[src/rtl/core/cmcd_pkg.sv]
package cmcd_pkg;

  localparam int ROW_LENGTH_DEFAULT  = 16;
  localparam int HOME_LENGTH_DEFAULT = 3;

  // action codes of an input word
  localparam logic [1:0] ACT_RX   = 2'd0;
  localparam logic [1:0] ACT_TX   = 2'd1;
  localparam logic [1:0] ACT_CELL = 2'd2;

  // command letters, lower case
  localparam logic [7:0] CMD_PAUSE   = 8'h70;  // p
  localparam logic [7:0] CMD_RESTART = 8'h69;  // i
  localparam logic [7:0] CMD_CONT    = 8'h63;  // c
  localparam logic [7:0] CMD_MORE    = 8'h6d;  // m
  localparam logic [7:0] CMD_LESS    = 8'h64;  // d

  localparam logic [7:0] UPPER_A     = 8'h41;
  localparam logic [7:0] UPPER_Z     = 8'h5a;
  localparam logic [7:0] CASE_OFFSET = 8'h20;

  localparam logic [7:0]  LINE_FEED       = 8'h0a;
  localparam logic [7:0]  CARRIAGE_RETURN = 8'h0d;
  localparam logic [7:0]  SPACE_CHAR      = 8'h20;
  localparam logic [15:0] DUTY_STEP       = 16'd10;

  // register reset values
  localparam logic [7:0]  HOME_FIRST_RESET   = 8'd27;
  localparam logic [7:0]  HOME_SECOND_RESET  = 8'd91;
  localparam logic [7:0]  HOME_THIRD_RESET   = 8'd72;
  localparam logic [15:0] DUTY_CEILING_RESET = 16'd65535;
  localparam logic [15:0] DUTY_FLOOR_RESET   = 16'd0;
  localparam logic [15:0] DUTY_START_RESET   = 16'd0;

  // register indexes (byte address / 4)
  localparam int          REG_ADDR_W       = 5;
  localparam logic [2:0]  REG_HOME_FIRST   = 3'd0;
  localparam logic [2:0]  REG_HOME_SECOND  = 3'd1;
  localparam logic [2:0]  REG_HOME_THIRD   = 3'd2;
  localparam logic [2:0]  REG_DUTY_CEILING = 3'd3;
  localparam logic [2:0]  REG_DUTY_FLOOR   = 3'd4;
  localparam logic [2:0]  REG_DUTY_START   = 3'd5;

  typedef enum logic [2:0] {
    PH_HOME = 3'd0,
    PH_ROW0 = 3'd1,
    PH_LF   = 3'd2,
    PH_CR   = 3'd3,
    PH_ROW1 = 3'd4
  } frame_phase_t;

  typedef enum logic [1:0] {
    SRC_NONE  = 2'd0,
    SRC_CONST = 2'd1,
    SRC_CELL  = 2'd2
  } byte_src_t;

  typedef struct packed {
    logic [1:0] action;
    logic [7:0] rx_byte;
    logic       cell_row;
    logic [3:0] cell_col;
    logic [7:0] cell_char;
  } in_item_t;

  typedef struct packed {
    logic        tx_valid;
    logic [7:0]  tx_byte;
    logic        timer_running;
    logic        timer_restart;
    logic [15:0] duty_value;
  } out_item_t;

  typedef struct packed {
    logic [7:0]  home_first;
    logic [7:0]  home_second;
    logic [7:0]  home_third;
    logic [15:0] duty_ceiling;
    logic [15:0] duty_floor;
    logic [15:0] duty_start;
    logic        duty_load;
  } cfg_regs_t;

  typedef struct packed {
    byte_src_t   src;
    logic [7:0]  const_byte;
    logic        running;
    logic        restart;
    logic [15:0] duty;
  } step_t;

endpackage

[src/rtl/core/cmcd_ram.sv]
module cmcd_ram #(
  parameter int WIDTH = 8,
  parameter int DEPTH = 32
) (
  input  logic                     clk,
  input  logic                     wr_en,
  input  logic [$clog2(DEPTH)-1:0] wr_addr,
  input  logic [WIDTH-1:0]         wr_data,
  input  logic                     rd_en,
  input  logic [$clog2(DEPTH)-1:0] rd_addr,
  output logic [WIDTH-1:0]         rd_data
);

  logic [WIDTH-1:0] mem [DEPTH];

  always_ff @(posedge clk) begin
    if (wr_en) begin
      mem[wr_addr] <= wr_data;
    end
    if (rd_en) begin
      rd_data <= mem[rd_addr];
    end
  end

endmodule

[src/rtl/core/cmcd_cfg.sv]
module cmcd_cfg (
  input  logic                            clk,
  input  logic                            rst,
  input  logic                            psel,
  input  logic                            penable,
  input  logic                            pwrite,
  input  logic [cmcd_pkg::REG_ADDR_W-1:0] paddr,
  input  logic [31:0]                     pwdata,
  output logic [31:0]                     prdata,
  output logic                            pready,
  output cmcd_pkg::cfg_regs_t             cfg
);

  logic       wr;
  logic [2:0] idx;

  assign pready = 1'b1;
  assign wr     = psel && penable && pwrite;
  assign idx    = paddr[4:2];

  always_ff @(posedge clk) begin
    if (rst) begin
      cfg.home_first   <= cmcd_pkg::HOME_FIRST_RESET;
      cfg.home_second  <= cmcd_pkg::HOME_SECOND_RESET;
      cfg.home_third   <= cmcd_pkg::HOME_THIRD_RESET;
      cfg.duty_ceiling <= cmcd_pkg::DUTY_CEILING_RESET;
      cfg.duty_floor   <= cmcd_pkg::DUTY_FLOOR_RESET;
      cfg.duty_start   <= cmcd_pkg::DUTY_START_RESET;
      cfg.duty_load    <= 1'b0;
    end else begin
      // duty_load is a one-cycle strobe that reloads the duty value
      cfg.duty_load <= 1'b0;
      if (wr) begin
        unique case (idx)
          cmcd_pkg::REG_HOME_FIRST:   cfg.home_first   <= pwdata[7:0];
          cmcd_pkg::REG_HOME_SECOND:  cfg.home_second  <= pwdata[7:0];
          cmcd_pkg::REG_HOME_THIRD:   cfg.home_third   <= pwdata[7:0];
          cmcd_pkg::REG_DUTY_CEILING: cfg.duty_ceiling <= pwdata[15:0];
          cmcd_pkg::REG_DUTY_FLOOR:   cfg.duty_floor   <= pwdata[15:0];
          cmcd_pkg::REG_DUTY_START: begin
            cfg.duty_start <= pwdata[15:0];
            cfg.duty_load  <= 1'b1;
          end
          default: ;
        endcase
      end
    end
  end

  always_comb begin
    unique case (idx)
      cmcd_pkg::REG_HOME_FIRST:   prdata = {24'd0, cfg.home_first};
      cmcd_pkg::REG_HOME_SECOND:  prdata = {24'd0, cfg.home_second};
      cmcd_pkg::REG_HOME_THIRD:   prdata = {24'd0, cfg.home_third};
      cmcd_pkg::REG_DUTY_CEILING: prdata = {16'd0, cfg.duty_ceiling};
      cmcd_pkg::REG_DUTY_FLOOR:   prdata = {16'd0, cfg.duty_floor};
      cmcd_pkg::REG_DUTY_START:   prdata = {16'd0, cfg.duty_start};
      default:                    prdata = 32'd0;
    endcase
  end

endmodule

[src/rtl/core/cmcd_cmd.sv]
module cmcd_cmd #(
  parameter int ROW_LENGTH  = cmcd_pkg::ROW_LENGTH_DEFAULT,
  parameter int HOME_LENGTH = cmcd_pkg::HOME_LENGTH_DEFAULT
) (
  input  logic                clk,
  input  logic                rst,
  input  logic                accept,
  input  cmcd_pkg::in_item_t  item,
  input  cmcd_pkg::cfg_regs_t cfg,
  output cmcd_pkg::step_t     step,
  output logic                wr_en,
  output logic [$clog2(ROW_LENGTH):0] wr_addr,
  output logic [7:0]          wr_data,
  output logic [$clog2(ROW_LENGTH):0] rd_addr,
  output logic                rd_cell_valid
);

  localparam int COL_W  = $clog2(ROW_LENGTH);
  localparam int DEPTH  = 2 << COL_W;
  localparam int IDX_W  = (COL_W > 2) ? COL_W : 2;
  localparam int CMP_W  = ((COL_W > 4) ? COL_W : 4) + 2;

  cmcd_pkg::frame_phase_t phase, phase_next;
  logic [IDX_W-1:0]       idx, idx_next;
  logic [15:0]            duty, duty_next, duty_cur;
  logic                   running, running_next;
  logic [DEPTH-1:0]       cell_valid;

  logic [7:0]       lc;
  logic             up_ok, down_ok, restart, rd_row;
  logic [CMP_W-1:0] col_ext;
  logic             idx_row_last, idx_home_last;
  logic [7:0]       home_byte;

  assign lc = (item.rx_byte >= cmcd_pkg::UPPER_A && item.rx_byte <= cmcd_pkg::UPPER_Z)
              ? item.rx_byte + cmcd_pkg::CASE_OFFSET : item.rx_byte;

  // a duty_start write takes effect for the word accepted with the reload
  assign duty_cur = cfg.duty_load ? cfg.duty_start : duty;

  assign up_ok   = ({1'b0, duty_cur} + {1'b0, cmcd_pkg::DUTY_STEP}) < {1'b0, cfg.duty_ceiling};
  assign down_ok = {1'b0, duty_cur} > ({1'b0, cfg.duty_floor} + {1'b0, cmcd_pkg::DUTY_STEP});

  assign idx_row_last  = idx == IDX_W'(ROW_LENGTH - 1);
  assign idx_home_last = idx == IDX_W'(HOME_LENGTH - 1);

  always_comb begin
    if (idx == IDX_W'(0)) begin
      home_byte = cfg.home_first;
    end else if (idx == IDX_W'(1)) begin
      home_byte = cfg.home_second;
    end else begin
      home_byte = cfg.home_third;
    end
  end

  // command decode and duty/run update
  always_comb begin
    duty_next    = duty_cur;
    running_next = running;
    restart      = 1'b0;
    if (item.action == cmcd_pkg::ACT_RX) begin
      case (lc)
        cmcd_pkg::CMD_PAUSE:   running_next = 1'b0;
        cmcd_pkg::CMD_RESTART: restart      = 1'b1;
        cmcd_pkg::CMD_CONT:    running_next = 1'b1;
        cmcd_pkg::CMD_MORE: begin
          if (up_ok) duty_next = duty_cur + cmcd_pkg::DUTY_STEP;
        end
        cmcd_pkg::CMD_LESS: begin
          if (down_ok) duty_next = duty_cur - cmcd_pkg::DUTY_STEP;
        end
        default: ;
      endcase
    end
  end

  // frame sequencer
  always_comb begin
    phase_next      = phase;
    idx_next        = idx;
    step.src        = cmcd_pkg::SRC_NONE;
    step.const_byte = 8'd0;
    step.running    = running_next;
    step.restart    = restart;
    step.duty       = duty_next;
    rd_row          = 1'b0;
    if (item.action == cmcd_pkg::ACT_TX) begin
      unique case (phase)
        cmcd_pkg::PH_HOME: begin
          step.src        = cmcd_pkg::SRC_CONST;
          step.const_byte = home_byte;
          idx_next        = idx_home_last ? IDX_W'(0) : idx + IDX_W'(1);
          if (idx_home_last) phase_next = cmcd_pkg::PH_ROW0;
        end
        cmcd_pkg::PH_ROW0: begin
          step.src = cmcd_pkg::SRC_CELL;
          idx_next = idx_row_last ? IDX_W'(0) : idx + IDX_W'(1);
          if (idx_row_last) phase_next = cmcd_pkg::PH_LF;
        end
        cmcd_pkg::PH_LF: begin
          step.src        = cmcd_pkg::SRC_CONST;
          step.const_byte = cmcd_pkg::LINE_FEED;
          phase_next      = cmcd_pkg::PH_CR;
        end
        cmcd_pkg::PH_CR: begin
          step.src        = cmcd_pkg::SRC_CONST;
          step.const_byte = cmcd_pkg::CARRIAGE_RETURN;
          phase_next      = cmcd_pkg::PH_ROW1;
        end
        cmcd_pkg::PH_ROW1: begin
          step.src = cmcd_pkg::SRC_CELL;
          rd_row   = 1'b1;
          idx_next = idx_row_last ? IDX_W'(0) : idx + IDX_W'(1);
          if (idx_row_last) phase_next = cmcd_pkg::PH_HOME;
        end
        default: phase_next = cmcd_pkg::PH_HOME;
      endcase
    end
  end

  // window writes: echo of a received byte, or a cell write inside the row
  assign col_ext = CMP_W'(item.cell_col);

  always_comb begin
    wr_en   = 1'b0;
    wr_addr = {1'b1, COL_W'(ROW_LENGTH - 1)};
    wr_data = item.rx_byte;
    if (accept && item.action == cmcd_pkg::ACT_RX) begin
      wr_en = 1'b1;
    end else if (accept && item.action == cmcd_pkg::ACT_CELL &&
                 col_ext < CMP_W'(ROW_LENGTH)) begin
      wr_en   = 1'b1;
      wr_addr = {item.cell_row, col_ext[COL_W-1:0]};
      wr_data = item.cell_char;
    end
  end

  assign rd_addr       = {rd_row, idx[COL_W-1:0]};
  assign rd_cell_valid = cell_valid[rd_addr];

  always_ff @(posedge clk) begin
    if (rst) begin
      phase      <= cmcd_pkg::PH_HOME;
      idx        <= '0;
      duty       <= cmcd_pkg::DUTY_START_RESET;
      running    <= 1'b0;
      cell_valid <= '0;
    end else begin
      if (accept) begin
        duty <= duty_next;
      end else if (cfg.duty_load) begin
        duty <= cfg.duty_start;
      end
      if (accept) begin
        phase   <= phase_next;
        idx     <= idx_next;
        running <= running_next;
      end
      // a cell never written reads as a space
      if (wr_en) begin
        cell_valid[wr_addr] <= 1'b1;
      end
    end
  end

endmodule

[src/rtl/core/console_mirror_and_command_decoder_unit.sv]
// Console mirror and command decoder. Each input word is a received command
// byte, a transmitter-ready event or a window cell write; every accepted word
// gives exactly one result word with the frame byte (if any), the timer run
// flag, the restart pulse and the duty value. One word is accepted per clock
// cycle unless in_stall holds it while the output register is stalled; a
// result is presented after its word has passed the input stage, loaded with
// the registered read of the window RAM at the accept, and then the output
// register. The window reads as spaces after reset with no clearing pass, so
// words are accepted from the first cycle after reset.
module console_mirror_and_command_decoder_unit #(
  parameter int ROW_LENGTH  = cmcd_pkg::ROW_LENGTH_DEFAULT,
  parameter int HOME_LENGTH = cmcd_pkg::HOME_LENGTH_DEFAULT
) (
  input  logic                            clk,
  input  logic                            rst,
  input  logic                            in_valid,
  output logic                            in_stall,
  input  cmcd_pkg::in_item_t              in_data,
  output logic                            out_valid,
  input  logic                            out_stall,
  output cmcd_pkg::out_item_t             out_data,
  input  logic                            psel,
  input  logic                            penable,
  input  logic                            pwrite,
  input  logic [cmcd_pkg::REG_ADDR_W-1:0] paddr,
  input  logic [31:0]                     pwdata,
  output logic [31:0]                     prdata,
  output logic                            pready
);

  localparam int ADDR_W = $clog2(ROW_LENGTH) + 1;
  localparam int DEPTH  = 2 << $clog2(ROW_LENGTH);

  cmcd_pkg::cfg_regs_t cfg;
  cmcd_pkg::step_t     step, s1_step;
  logic                accept, advance, s1_valid, s1_cell_valid;
  logic                wr_en, rd_cell_valid;
  logic [ADDR_W-1:0]   wr_addr, rd_addr;
  logic [7:0]          wr_data, rd_data;
  cmcd_pkg::out_item_t result;

  cmcd_cfg u_cfg (
    .clk     (clk),
    .rst     (rst),
    .psel    (psel),
    .penable (penable),
    .pwrite  (pwrite),
    .paddr   (paddr),
    .pwdata  (pwdata),
    .prdata  (prdata),
    .pready  (pready),
    .cfg     (cfg)
  );

  cmcd_cmd #(
    .ROW_LENGTH  (ROW_LENGTH),
    .HOME_LENGTH (HOME_LENGTH)
  ) u_cmd (
    .clk           (clk),
    .rst           (rst),
    .accept        (accept),
    .item          (in_data),
    .cfg           (cfg),
    .step          (step),
    .wr_en         (wr_en),
    .wr_addr       (wr_addr),
    .wr_data       (wr_data),
    .rd_addr       (rd_addr),
    .rd_cell_valid (rd_cell_valid)
  );

  // read is launched with the accept and held while the word waits
  cmcd_ram #(
    .WIDTH (8),
    .DEPTH (DEPTH)
  ) u_window (
    .clk     (clk),
    .wr_en   (wr_en),
    .wr_addr (wr_addr),
    .wr_data (wr_data),
    .rd_en   (accept),
    .rd_addr (rd_addr),
    .rd_data (rd_data)
  );

  assign advance  = !out_valid || !out_stall;
  assign in_stall = s1_valid && !advance;
  assign accept   = in_valid && !in_stall;

  always_comb begin
    result.tx_valid      = s1_step.src != cmcd_pkg::SRC_NONE;
    result.timer_running = s1_step.running;
    result.timer_restart = s1_step.restart;
    result.duty_value    = s1_step.duty;
    case (s1_step.src)
      cmcd_pkg::SRC_CONST: result.tx_byte = s1_step.const_byte;
      cmcd_pkg::SRC_CELL:  result.tx_byte = s1_cell_valid ? rd_data : cmcd_pkg::SPACE_CHAR;
      default:             result.tx_byte = 8'd0;
    endcase
  end

  always_ff @(posedge clk) begin
    if (rst) begin
      s1_valid  <= 1'b0;
      out_valid <= 1'b0;
    end else begin
      if (accept) begin
        s1_valid <= 1'b1;
      end else if (advance) begin
        s1_valid <= 1'b0;
      end
      if (advance) begin
        out_valid <= s1_valid;
      end
    end
  end

  always_ff @(posedge clk) begin
    if (accept) begin
      s1_step       <= step;
      s1_cell_valid <= rd_cell_valid;
    end
    if (advance && s1_valid) begin
      out_data <= result;
    end
  end

endmodule

[config.mk]
export PLATFORM = sky130hd
export DESIGN_NAME = console_mirror_and_command_decoder_unit
export DESIGN_NICKNAME = d
export VERILOG_FILES = /design/src/rtl/core/cmcd_pkg.sv /design/src/rtl/core/cmcd_ram.sv /design/src/rtl/core/cmcd_cfg.sv /design/src/rtl/core/cmcd_cmd.sv /design/src/rtl/core/console_mirror_and_command_decoder_unit.sv
export SDC_FILE = /design/constraint.sdc
export NUM_CORES = 1
export LEC_CHECK = 0
export BUFFER_PORTS_ARGS = -buffer_cell sky130_fd_sc_hd__clkbuf_2
export CORE_MARGIN = 4
export CORE_UTILIZATION = 45
export DETAILED_ROUTE_END_ITERATION = 16
export PLACE_DENSITY = 0.7
export SETUP_SLACK_MARGIN = 0.15
export SLEW_MARGIN = 5
export SYNTH_ARGS = -nofsm -noshare
export SYNTH_HDL_FRONTEND = slang
export SYNTH_SLANG_ARGS = --single-unit
[constraint.sdc]
create_clock -name clk -period 5.3 [get_ports clk]
set_input_delay 0.265 -clock clk [delete_from_list [all_inputs] [get_ports clk]]
set_output_delay 0.265 -clock clk [all_outputs]
set_load 0.01 [all_outputs]
* Yosys cells after proc, flatten, opt, wreduce, memory -nomap -nowiden *
Memories as Yosys holds them, arrays and structs flattened. A register that Yosys moved wholly into a read port is not among the register bits.
Index checks and enable logic that the tools add are counted.

storage, ports and cells
  memories = 1
  output and inout port bits = 62
  input port bits = 67
  bits in writable memories = 256
  word-level logic and storage cells = 140
  register bits = 187

cells by class
  $add $sub $neg = 6
  bitwise operators = 2
  multiplexer cells = 41
  reductions and logical operators = 33
  equal/unequal tests = 24
  magnitude comparators = 8

memory list
  memory        depth  bits a word  rd ports  clocked after memory_dff  wr ports  line            text
  u_window.mem  32     8            1         1                         1         cmcd_ram.sv:14  logic [WIDTH-1:0] mem [DEPTH];

operator list
  operator                                             number
  one-hot mux 16 bit (6 select lines)                  1
  2-to-1 mux 16 bit                                    5
  2-to-1 mux 8 bit                                     6
  equality test 8 x 7 -> 1 bit, second input constant  5
  adder 16 x 4 -> 17 bit, second input constant        2
  bitwise OR 32 bit                                    1
  one-hot mux 16 bit (2 select lines)                  1
  one-hot mux 8 bit (3 select lines)                   1
  greater-than comparator 16 x 17 -> 1 bit             1
  < comparator 17 x 16 -> 1 bit                        1
  adder 16 x 4 -> 16 bit, second input constant        1
  one-hot mux 8 bit (2 select lines)                   1
  subtractor 16 x 4 -> 16 bit, second input constant   1
  one-hot mux 3 bit (5 select lines)                   1
  2-to-1 mux 1 bit                                     13
  equality test 3 x 2 -> 1 bit, second input constant  4
  < comparator 5 x 6 -> 1 bit, second input constant   2
  AND reduction 2 bit                                  6
  logical AND 1 bit                                    10
  2-to-1 mux 5 bit                                     2
  equality test 3 bit, second input constant           3
  2-to-1 mux 3 bit                                     3
  adder 8 x 6 -> 8 bit, second input constant          1
  >= comparator 8 x 7 -> 1 bit, second input constant  1
  other kinds (28)                                     41

* Depth between registers and ports, before layout *
Gate-level depths: netlist of the first run.

  depth in word-level cells = 15
  mapped depth = 21
  depth with buffers taken out = 16

* Modules after synthesis *
From an unflattened synthesis of the first run, not the netlist that was laid out.

unflattened totals
  cell total of the unflattened synthesis = 1608
  area total of the unflattened synthesis = 21095.2 um^2

by module, submodules not included
  module                                   cells each  instances  area each (um^2)
  cmcd_ram                                 417         1          10133.5
  cmcd_cmd                                 693         1          5357.6
  cmcd_cfg                                 410         1          3663.5
  console_mirror_and_command_decoder_unit  88          1          1940.6

* Least setup slack after synthesis of the first run *
No wires, ideal clock.

  path kind = reg-to-reg
  from = register u_cfg.cfg[0] (netlist name)
  to = register s1_step (netlist bit result[6]) (data pin)
  period minus slack after synthesis = 4.191 ns
  arrival = 3.935 ns
  path slack = 1.109 ns
  path buffers = 5
  stages on the path, launching flop included = 21
  cell sequence = dfxtp_1 -> buf_6 -> buf_6 -> buf_8 -> buf_6 -> mux2i_1 -> inv_1 -> ha_1 -> o21ai_0 -> o22ai_2 -> and4_1 -> xnor2_1 -> ha_1 -> nand3_1 -> o21bai_1 -> o221ai_1 -> and4_1 -> buf_6 -> a31oi_1 -> a32o_1 -> a22o_1

RTL lines
  element               line                                            text
  to (signal assigned)  console_mirror_and_command_decoder_unit.sv:120  s1_step <= step;
  to (decl)             console_mirror_and_command_decoder_unit.sv:35   cmcd_pkg::step_t step, s1_step;

==> metrics, run 1 <==
Slew @ Worst Pin 1.32 ns; Worst path most repeated cell a21o_1; Final GP Congestion 0.900; Worst Setup EP result[5]; Inst Count DP 2227; Synth Register Bits 451; post-synth cell types 90; CTS buffer count 46; effective utilization at floorplan 0.456; H-Tree Depth 2; via count 13600; P&R area growth vs syn 13.5%; DRT iter0 DRCs 1224; fin crit period 4.49 ns; Top-Level Pins 129; setup violators final 0; flop-to-flop setup slack 0.81 ns; Synth async-reset ratio 0; Buf+Inv Stages, Crit Path 2; Pre-Repair DR Iteration Count 6; crit-path cells buf_4 > mux2i_1 > inv_2 > nand4_1 > xnor2_1 > ha_1 > a21o_1 > a21o_1 > o221ai_1 > and4_1 > nand2_1 > o32ai_1 > xor2_1; antenna violations before repair 1; Detail Route Antenna Nets 0; synth cell count leaders edfxtp_1, nor2_1, nand2_1; met2 WL post-DR 24.6 mm; Yosys top cell area share 0.465; Syn Std Cell Area 20700 um2; global-route wire length before repair 77.5 mm; register area share after synthesis 0.592; die area 49400 um2; Rows 78; via/cell ratio 5.82; Filler cells 3763; CP Data Required Time 5.60 ns; CTS tree done; Worst path max stage delay 0.56 ns; CTS Sinks 451; highest routed layer met5; largest cells by area after synthesis edfxtp_1, dfxtp_1, mux4_2; RSZ-0062 raised after global routing false; Power Total 7.71 mW; Hold WC Path Type input pin to flip-flop; top-count cell post-synth edfxtp_1; Slew HR 0.119; PostCTS Resize Cnt 0; final std cells w/o fill 2330; critical path depth 13; Root Buffer clkbuf_16; GR Overflow Total 0; peak supply drop 0.214 mV; Max Clock Skew 0.0257 ns; vias in the first global route 13200; pwr dens 329 nW/um2; Remaining DRCs 0; Final Max Tran Viols 0; GRT Overall Usage 0.198; HP Start pwdata[7]; Crit path arrival time 4.79 ns; Finished Cell Area 23500 um2; Synth Area per Inst 13.0 um2; Max Cap Viol 0; port bufs 93; # diodes 0; Post-Synthesis Cells 1594; R2R Path Start u_cfg.cfg[0]; Multi-input gate area 7860 um2; pin count of the biggest net entering global routing 67; DRT Wirelength 50.2 mm; r2r worst-path depth 13; Crit. Startpoint u_cfg.cfg[0]; WL per Instance 21.6 um; Crit. End Element flip-flop; core footprint 45400 um2; Worst path top cell family by delay compound AO/OA/AOI/OAI gates; Crit-path slowest cell and4_1; f_max 0.223 GHz; status completed; crit-path max FO 32; Die X 222 um; wl on met1 20.5 mm; # nets final 1801; static leakage 8.09 nW; Reg clk slew, reported paths 0.06 ns; Final Hold Vio Count 0; kind of critical path flip-flop to flip-flop; leading area contributor after synthesis edfxtp_1; Die H 222 um; r2r endpoint result[5]; Sequential Area 12200 um2; CTS max path bufs 3; Synth Warn # 0; dpl cell area 21700 um2; layout cell share with drive strength beyond 1 0.203; number of enable flip-flop cells after synthesis 320; Final Cycle Share 0.847; Clock Latency Late Sink 0.59 ns; crit start category flip-flop; dpl hpwl 34.8 mm; setup TNS 0 ns; Main synth FF type edfxtp_1; WL met3 3.66 mm
## layer usage
metal | vias to the layer above | GRT usage
met3 | 94 | 0.0428
met5 | - | 0
met4 | 2 | 0.0620
met1 | 6737 | 0.264
met2 | 528 | 0.328
li1 | 6197 | -
## how the worst min path moves through the flow
stage	endpoint	slack [ns]	cells past startpoint
3_3_place_gp	out_data[17]	0.40	0
5_1_grt	u_cfg.cfg[21]	0.05	3
4_1_cts	u_cfg.cfg[71]	0.007	3
2_1_floorplan	u_cfg.cfg[34]	0.38	1
3_5_place_dp	out_data[10]	0.40	0
6_report	u_cfg.cfg[72]	0.03	3
## registers in the layout, indices dropped and copies added (netlist names)
register          cells
u_cmd.duty           16
result               18
u_cfg.cfg            73
u_window.rd_data      8
s1_step              10
u_cmd.phase           3
u_cmd.running         1
u_cmd.cell_valid     32
out_valid             1
u_cmd.idx             4
out_data             27
s1_cell_valid         1
s1_valid              1
u_window.mem        256
## stage by stage
stage / hold slack (ns) / utilization / setup slack, ns
after floorplan: 0.383 / - / 1.11
after global placement: 0.401 / 0.477 / 0.680
after detailed placement: 0.405 / 0.477 / 0.554
after CTS: 0.00713 / 0.516 / 0.542
after global routing: 0.0496 / 0.517 / 0.397
final: 0.0347 / 0.517 / 0.810
## cell families after synthesis
group                      share of synthesized area
AOI/OAI and AO/OA                             0.0922
xor gates and xnor gates                      0.0152
adders and majority gates                     0.0254
buffers and inverters                         0.0320
DFF                                            0.592
muxes                                          0.133
other                                       0.000363
and+or+nand+nor                                0.110
## report_power, final
group	internal [mW]	total, mW	leakage (nW)	switching [mW]
logic	0.148	0.409	3.32	0.260
registers	3.83	3.86	3.97	0.0328
clock network	2.05	3.44	0.803	1.39
total	6.03	7.71	8.09	1.68
## placed cells by master, fill, tap and decap left out, drive strengths merged, types with 14 or more instances in the layout
master / n
a211o: 25
a211oi: 15
nand3: 29
o22ai: 18
clkbuf: 156
xnor2: 22
inv: 47
a21oi: 72
mux4: 91
mux2i: 49
mux2: 16
buf: 26
o21ai: 38
nand2: 166
dfxtp: 131
nor2b: 21
dlygate4sd3: 14
clkinv: 14
conb: 17
nor3: 21
nor2: 176
edfxtp: 320
ha: 42
nand4: 21
## final cells by class
type / count / area share
clock buffers: 64 / 0.0563
clock inverters: 22 / 0.0132
inverters: 46 / 0.00736
multi-input cells: 1015 / 0.335
flip-flops and latches: 451 / 0.522
well taps: 600 / 0.0320
repair buffers: 132 / 0.0345
## repair_timing
action                                 in CTS  in global routing
setup endpoints to repair                   0                  1
hold buffers                               14                  0
buffers inserted                            0                  3
endpoints found under the hold margin      39                  0
## worst reg2reg max path, delay by kind of cell, from the launching register on
family,cells,cell delay (ns)
and+or+nand+nor,3,0.98
buffers and inverters,2,0.62
adders and majority gates,1,0.26
muxes,1,0.56
xor gates and xnor gates,2,0.28
DFF,1,0.38
AOI/OAI and AO/OA,4,1.13
Power figures use the tool's default switching activity.
==> run 2, diff against run 1 <==
- PLACE_DENSITY: 0.7 -> 0.72
- clock period: 5.3 -> 3.9 ns (I/O delays scaled with it)
==> run 2 against run 1 <==
  * Flip-flop and latch count did not move
  * Maximum frequency up 20%
  * Critical path depth is 3 higher
  * Design area rose by 4.5%
  * Hold slack gained 0.064 ns
  * Register-to-register slack lost 0.65 ns
  * Non-clock buffer count is 99 higher
  * Via count increased by 4.5%
  * Sequential power rose by 36%
  * Final cell count increased by 4.1%
  * Critical endpoint is now result[15]
  * Highest routed layer is now met4
==> metrics, run 2 (synthesis gave the netlist of run 1 again) <==
GRT Overall Usage 0.208 (+0.00992); Crit path arrival time 4.12 ns (-0.67 ns); Final Hold Vio Count 0 (unchanged); # diodes 0 (unchanged); Clock Latency Late Sink 0.57 ns (-0.02 ns); Die X 222 um (unchanged); Final Max Tran Viols 0 (unchanged); peak supply drop 0.321 mV (+50%); number of flip-flops in the largest register 256 (unchanged); Hold WC Path Type input pin to flip-flop; Reg clk slew, reported paths 0.06 ns (about the same); layout cell share with drive strength beyond 1 0.261 (+0.0572); via count 14200 (+4.5%); # nets final 1899 (+5.4%); DRT iter0 DRCs 1710 (+40%); Die H 222 um (unchanged); Final Cycle Share 0.959 (+0.112); global-route wire length before repair 80.9 mm (+4.4%); antenna violations before repair 0 (-1); CTS max path bufs 3 (unchanged); Rows 78 (unchanged); CTS Sinks 451 (unchanged); CP Data Required Time 4.28 ns (-1.32 ns); Root Buffer clkbuf_16; status completed; Filler cells 3629 (-3.6%); f_max 0.267 GHz (+20%); Max Clock Skew 0.0214 ns (-0.00430 ns); GR Overflow Total 0 (unchanged); Remaining DRCs 0 (unchanged); P&R area growth vs syn 18.6%; via/cell ratio 5.84 (+0.34%); most frequent cells in the layout edfxtp_1, nor2_1, nand2_1; dpl hpwl 36.0 mm (+3.6%); static leakage 8.65 nW (+6.9%); most common cell after layout, fill and taps aside edfxtp_1; kind of critical path flip-flop to flip-flop; WL per Instance 22.0 um (+2.2%); setup violators final 0 (unchanged); Pre-Repair DR Iteration Count 6 (unchanged); Slew @ Worst Pin 1.15 ns (-0.164 ns); largest registers u_window.mem x256, u_cfg.cfg x73, u_cmd.cell_valid x32; crit-path max FO 9 (-72%); Detail Route Antenna Nets 0 (unchanged); effective utilization at floorplan 0.456 (unchanged); DRT Wirelength 53.4 mm (+6.4%); pwr dens 422 nW/um2 (+28%); setup TNS 0 ns (unchanged); fin crit period 3.74 ns (-0.749 ns); crit start category flip-flop; R2R Path Start u_cfg.cfg[0]; flop-to-flop setup slack 0.16 ns (-0.65 ns); CTS tree done; Max Cap Viol 0 (unchanged); post-layout util 0.540 (+0.0234); r2r endpoint result[15]; H-Tree Depth 2 (unchanged); CTS buffer count 45 (-2.2%); Crit. End Element flip-flop; core footprint 45400 um2 (unchanged); Final GP Congestion 0.938 (+4.2%); port bufs 93 (unchanged); Slew HR 0.230 (+0.111); r2r worst-path depth 16 (+3); largest register by flop count u_window.mem; RSZ-0062 raised after global routing true; Top-Level Pins 129 (unchanged); Crit. Startpoint u_cfg.cfg[0]; Worst Setup EP result[15]; vias in the first global route 13800 (+4.3%); pin count of the biggest net entering global routing 73 (+9.0%); die area 49400 um2 (unchanged)
run 2: cell types whose count changed in the layout (fill, tap and decap cells not counted), sizes merged:
cell | before | now
clkbuf | 156 | 147
inv | 47 | 48
clkinv | 14 | 20
buf | 26 | 119
bufinv | 6 | 7
dlygate4sd3 | 14 | 18
run 2: power breakdown:
group	internal, mW	switching [mW]	leakage, nW
combinational	0.226	0.384	3.92
sequential	5.20	0.0395	3.97
clock	2.64	1.86	0.760
total	8.07	2.28	8.65
run 2: timing repair:
item,4_1_cts,5_1_grt
hold buffers,18,0
setup endpoints to repair,21,29
pin swaps,4,19
hold endpoints to repair,62,0
cloned,0,2
setup buffers,3,21
gates resized for setup,5,34
run 2: how the worst min path moves through the flow:
| stage | startpoint | cells after the start | slack (ns) | endpoint |
|---|---|---|---|---|
| floorplan | pwdata[1] | 1 | 0.31 | u_cfg.cfg[34] |
| global placement | result[17] | 0 | 0.40 | out_data[17] |
| detailed placement | result[17] | 0 | 0.41 | out_data[17] |
| CTS | in_data[13] | 3 | 0.08 | result[16] |
| global route | in_data[16] | 3 | 0.13 | result[16] |
| finish | in_data[13] | 3 | 0.1 | result[16] |
run 2: critical path, stage by stage, from the launching register on:
cell and delay (ns):
dfxtp_4 0.47, clkbuf_16 0.19, nand3_1 0.12, a221oi_4 0.31, nand4_1 0.19, buf_4 0.18, xnor2_1 0.13, ha_1 0.31
a21o_1 0.19, a21o_1 0.21, o221ai_4 0.24, buf_4 0.18, nand4_1 0.11, buf_4 0.19, nor3b_1 0.27, a211oi_2 0.08
o22ai_2 0.19
run 2: metrics by stage:
stage | setup slack [ns] | hold slack, ns | area, um2 | std cells | total power, mW
after floorplan | 0.0603 | 0.313 | 20800 | 1609 | 5.70
after global placement | 0.0580 | 0.404 | 22300 | 2299 | 5.91
after detailed placement | -0.0254 | 0.406 | 22300 | 2299 | 5.92
after CTS | 0.150 | 0.0832 | 24100 | 2403 | 10.4
after global routing | -0.0383 | 0.133 | 24500 | 2426 | 10.7
final | 0.159 | 0.0992 | 24500 | 2426 | 10.3
run 2: per-layer routing:
| layer | part of all wire | vias up | GRT usage |
|---|---|---|---|
| li1 | - | 6390 | - |
| met1 | 0.39 | 6982 | 0.274 |
| met2 | 0.50 | 674 | 0.352 |
| met3 | 0.080 | 119 | 0.0398 |
| met4 | 0.035 | 0 | 0.0680 |
| met5 | 0 | - | 0 |
run 2: layout make-up:
class	instances	area, um2	area share
clock inverters	30	358	0.0146
well taps	600	751	0.0306
repair buffers	231	1650	0.0675
inverters	46	173	0.00704
flip-flops and latches	451	12200	0.499
multi-input cells	1015	8170	0.333
clock buffers	53	1180	0.0480
